**config.mk**
```make
export PLATFORM = sky130hd
export DESIGN_NAME = tlc_tagmem
export DESIGN_NICKNAME = d
export VERILOG_FILES = /design/src/sv/tlc_tagmem.sv
export SDC_FILE = /design/constraint.sdc
export NUM_CORES = 2
export LEC_CHECK = 0
export BUFFER_PORTS_ARGS = -buffer_cell sky130_fd_sc_hd__buf_2
export CAP_MARGIN = 10
export CORE_MARGIN = 1
export CORE_UTILIZATION = 45
export CTS_CLUSTER_DIAMETER = 60
export DETAILED_ROUTE_END_ITERATION = 16
export GPL_TIMING_DRIVEN = 0
export PLACE_DENSITY = 0.61
export SETUP_SLACK_MARGIN = 0.5
export SLEW_MARGIN = 0
export SYNTH_ARGS = -nofsm -noshare
export SYNTH_HDL_FRONTEND = slang
export SYNTH_SLANG_ARGS = --single-unit
```
**constraint.sdc**
```tcl
create_clock -name clk -period 6.3 [get_ports clk]
set_input_delay 1.89 -clock clk [delete_from_list [all_inputs] [get_ports clk]]
set_output_delay 1.89 -clock clk [all_outputs]
set_load 0.03 [all_outputs]
```
**src/sv/tlc_tagmem.sv**
```systemverilog
`timescale 1ns / 1ps
// ----------------------------------------------------------------------------
// tlc_tagmem
// Single write, single read tag line memory with registered read data.
// ----------------------------------------------------------------------------
module tlc_tagmem #(
  parameter int AW = 6,
  parameter int DW = 37
) (
  input  logic          clk,
  input  logic          we,
  input  logic [AW-1:0] waddr,
  input  logic [DW-1:0] wdata,
  input  logic [AW-1:0] raddr,
  output logic [DW-1:0] rdata
);

  logic [DW-1:0] mem [1<<AW];
  logic [DW-1:0] rdata_r;

  always_ff @(posedge clk) begin
    if (we) begin
      mem[waddr] <= wdata;
    end
    rdata_r <= mem[raddr];
  end

  assign rdata = rdata_r;

endmodule

```
* Yosys cells after proc, flatten, opt, wreduce, memory -nomap -nowiden *
Memories as Yosys holds them, arrays and structs flattened. A register that Yosys moved wholly into a read port is not among the register bits.
Cells that the tools add are included.

cells by class
  mux-type cells = 2

operator list
  cell              number
  1-bit 2-to-1 mux  2

storage, ports and cells
  memories = 1
  RAM bits = 2368
  bits in registers = 0
  output and inout bits = 37
  word-level logic and storage cells = 3

memory list
  memory  words  bits a word  rd ports  clocked after Yosys merged registers in  wr ports  line  RTL
  mem     64     37           1         1                                        1         18    logic [DW-1:0] mem [1<<AW];

* Logic depth before layout (Yosys ltp) *
  word-level depth = 2
  depth in mapped cells = 10
  depth with buffers taken out = 5

* Worst setup path after synthesis *
OpenSTA, ideal clock, no wires.

  kind = in2reg
  start = in waddr[3]
  end = mem mem[48][0] (enable)
  setup slack = 0.899 ns
  stages on the path = 4
  arrival = 4.924 ns
  path buffers = 1
  cells stage by stage = clkbuf_1 -> nor2b_1 -> nand4b_1 -> nor3_1

RTL lines
  what         line  RTL
  from (decl)  12    input logic [AW-1:0] waddr,
  to (decl)    18

No word-level cell before the write port.

==> flow_metrics.tcl <==
set metrics [dict create \
    p_comb_share_pct 5.6 \
    initial_core_util_pct 45.3 \
    cts_buffer_depth 3 \
    via_per_inst 6.30 \
    ys_seq_area_share_pct 79.4 \
    cts_tree "built" \
    cts_setup_buffers 0 \
    crit_top_cell "buf_2" \
    crit_slowest_cell "nor4_1" \
    worstPathCellList "buf_2 > buf_2 > buf_2 > nand3_1 > clkbuf_1 > o22ai_1 > nor4_1 > o22a_1" \
    swShare_pct 22.2 \
    status "completed" \
    drt_iter0_markers 6603 \
    syn2layout_area_growth_pct 15.5 \
    synth_cell_type_count 38 \
    yosysWarnings 0 \
    antenna_found_initial 17 \
    grt_overflow 0 \
    layout-drive-gt1-share_pct 27.8 \
    wl_um 261000 \
    path_buf_inv 4 \
    die_h_um 450 \
    critical_path.top_delay_family "simple AND/OR/NAND/NOR gates" \
    core_area_um2 200000 \
    p_clk_share_pct 40.5 \
    grt_pass1_vias 44557 \
    cts_resized 0 \
    rrSetupSlack_ns 4.03 \
    syn_area_um2 90500 \
    cp_max_fo 10 \
    cp-end-kind "flip-flop" \
    power_leakage_uw 0.0322 \
    cts_root_buf "clkbuf_16" \
    cts_max_level 4 \
    p_seq_share_pct 53.8 \
    num_io_pins 88 \
    die_w_um 450 \
    grt_max_degree 65 \
    tightest_slew_ns 1.42 \
    fillers 15282 \
    vias 45536 \
    synth_edf_count 2368 \
    critical_path.startpoint_type "primary input" \
    critPathArrivalTime_ns 5.84 \
    cpPeakStageDelay_ns 0.96 \
    clkTransAtPathRegs_ns 0.06 \
    synthFlopType "edfxtp_1" \
    dp.final_hpwl_um 169000 \
    async_reset_ff_share_pct 0 \
    finalCritPeriodShare_pct 80.1 \
    cts_hold_buf 0 \
    fp-row-count 164 \
    relSlewSlack_pct 5.37 \
    hold_violations 0 \
    power.internal_uw 25700 \
    grt_usage_pct 25.7 \
    synth.top_cells.by_area "edfxtp_1 79%, mux4_2 14%, o22ai_1 0.96%, dfxtp_1 0.82%, mux2i_1 0.71%" \
    dieArea_um2 203000 \
    p_per_area_nw_per_um2 316 \
    setup-tns-final_ns 0 \
    cts_buffers 235 \
    seqCellArea_um2 71800 \
    utilization_pct 52.3 \
    cts_sinks 2405 \
    insertion_delay_ns 0.88 \
    fmaxAchievable_mhz 198 \
    syn_avg_cell_area_um2 23.1 \
    slew_violations 0 \
    wl_per_cell_um 36.1 \
    gp_congestion 0.829 \
    finalSetupViolCount 0 \
    cp.required_ns 7.09 \
    syn_nets 3973 \
    ant_nets 0 \
    synthCells 3922 \
    fin_crit_ns 5.05 \
    multi_input_area_um2 18000 \
    nets 4417 \
    io_buffers 77 \
    critPathKind "primary input to flip-flop" \
    first_pass_iters 5 \
    grt_pass1_wl_um 358000 \
    drv_cap 0 \
    skew_ns 0.0469 \
    synth_seq_cells 2405 \
    drc_errors 0 \
    ir_drop_mv 0.277 \
    synthDominantCellAreaShare_pct 78.6 \
    grt_setup_unrepaired "no" \
    min-delay-path-class "flip-flop to flip-flop" \
    synth_top_cell_by_area "edfxtp_1" \
    p_switching_uw 7330 \
]
[path summary, 6_finish.rpt]
kind / from / to / depth (start not counted)
max: raddr[2] / rdata[26]$_DFF_P_ / 8
min: mem[7][13]$_DFFE_PP_ / rdata[13]$_DFF_P_ / 4
max reg2reg: mem[1][26]$_DFFE_PP_ / rdata[26]$_DFF_P_ / 4
min reg2reg: mem[7][13]$_DFFE_PP_ / rdata[13]$_DFF_P_ / 4
[power groups by stage]
stage / Sequential [µW] / Clock (µW) / Combinational, µW
6_report: 17700 / 13400 / 1860
5_1_grt: 17800 / 14100 / 1920
3_5_place_dp: 18100 / 0 / 1840
2_1_floorplan: 18200 / 0 / 827
4_1_cts: 17800 / 13500 / 1840
3_3_place_gp: 18100 / 0 / 1750
[cells by family (layout without fill, tap and decap cells)]
group	count (synthesis)	in the layout	synth area share (%)
flops	2405	2405	79.4
mux	632	632	14.8
compound gates	336	336	2.63
simple gates	324	324	1.82
buf+inv	225	871	1.30
other cells	0	4	0
[routing by layer]
metal / vias to the layer above / share of wire [%] / global-route usage (%)
li1: 17792 / - / -
met1: 24660 / 38 / 35.7
met2: 2688 / 48 / 40.3
met3: 388 / 10 / 5.35
met4: 8 / 3.8 / 9.23
met5: - / 0.022 / 0
[synthesized netlist by cell type (28+ instances only)]
| cell type | number |
|---|---|
| o22ai_1 | 139 |
| dfxtp_1 | 37 |
| nand2_1 | 33 |
| nand3_1 | 44 |
| a22oi_1 | 63 |
| nor2b_1 | 47 |
| clkbuf_1 | 110 |
| o221ai_1 | 28 |
| mux4_2 | 566 |
| edfxtp_1 | 2368 |
| buf_2 | 48 |
| nor2_1 | 95 |
| mux2i_1 | 64 |
| buf_4 | 35 |
| a211oi_1 | 45 |
[area by class of cell]
cell class	count	area share (%)
well taps	2656	3.18
plain buffers	225	1.13
diodes	4	0.00958
multi-input cells	1292	17.2
flip-flops and latches	2405	68.8
clock buffers	297	5.94
clock inverters	142	1.02
repair buffers	207	2.71
[through the flow]
| stage | area (µm²) | total power (µW) | hold slack (ns) | setup slack [ns] | std cells |
|---|---|---|---|---|---|
| floorplan | 90500 | 19000 | 0.698 | 0.899 | 3922 |
| global placement | 94200 | 19800 | 0.899 | -3.38 | 6655 |
| detailed placement | 96900 | 19900 | 0.890 | 0.382 | 6769 |
| CTS | 104000 | 33100 | 0.918 | 1.31 | 7208 |
| global route | 104000 | 33800 | 0.953 | 1.39 | 7227 |
| finish | 104000 | 33000 | 0.912 | 1.25 | 7228 |
[sequential cells by signal, indices dropped and copies added (netlist names)]
name,flops
mem,2368
rdata,37
[placed cells by master, fill, tap and decap left out, types with 24 or more instances in the layout]
cell / n
buf_2: 129
o221ai_1: 28
buf_4: 46
nor2b_1: 47
a22oi_1: 63
mux4_2: 566
buf_12: 84
dfxtp_1: 37
mux2i_1: 64
clkinv_2: 38
o22a_1: 24
nor3_1: 24
clkinv_1: 76
o22ai_1: 139
clkbuf_16: 236
nand2_1: 33
a211oi_1: 45
clkbuf_1: 164
buf_6: 27
nor2_1: 33
nand3_1: 44
nor2_4: 62
edfxtp_1: 2368
[worst min-delay path, delay by kind of cell, from the launching register on]
family / cells / cell delay, ns
simple gates: 2 / 0.29
mux: 1 / 0.24
flops: 1 / 0.31
compound gates: 1 / 0.07
Power figures use the tool's default switching activity.
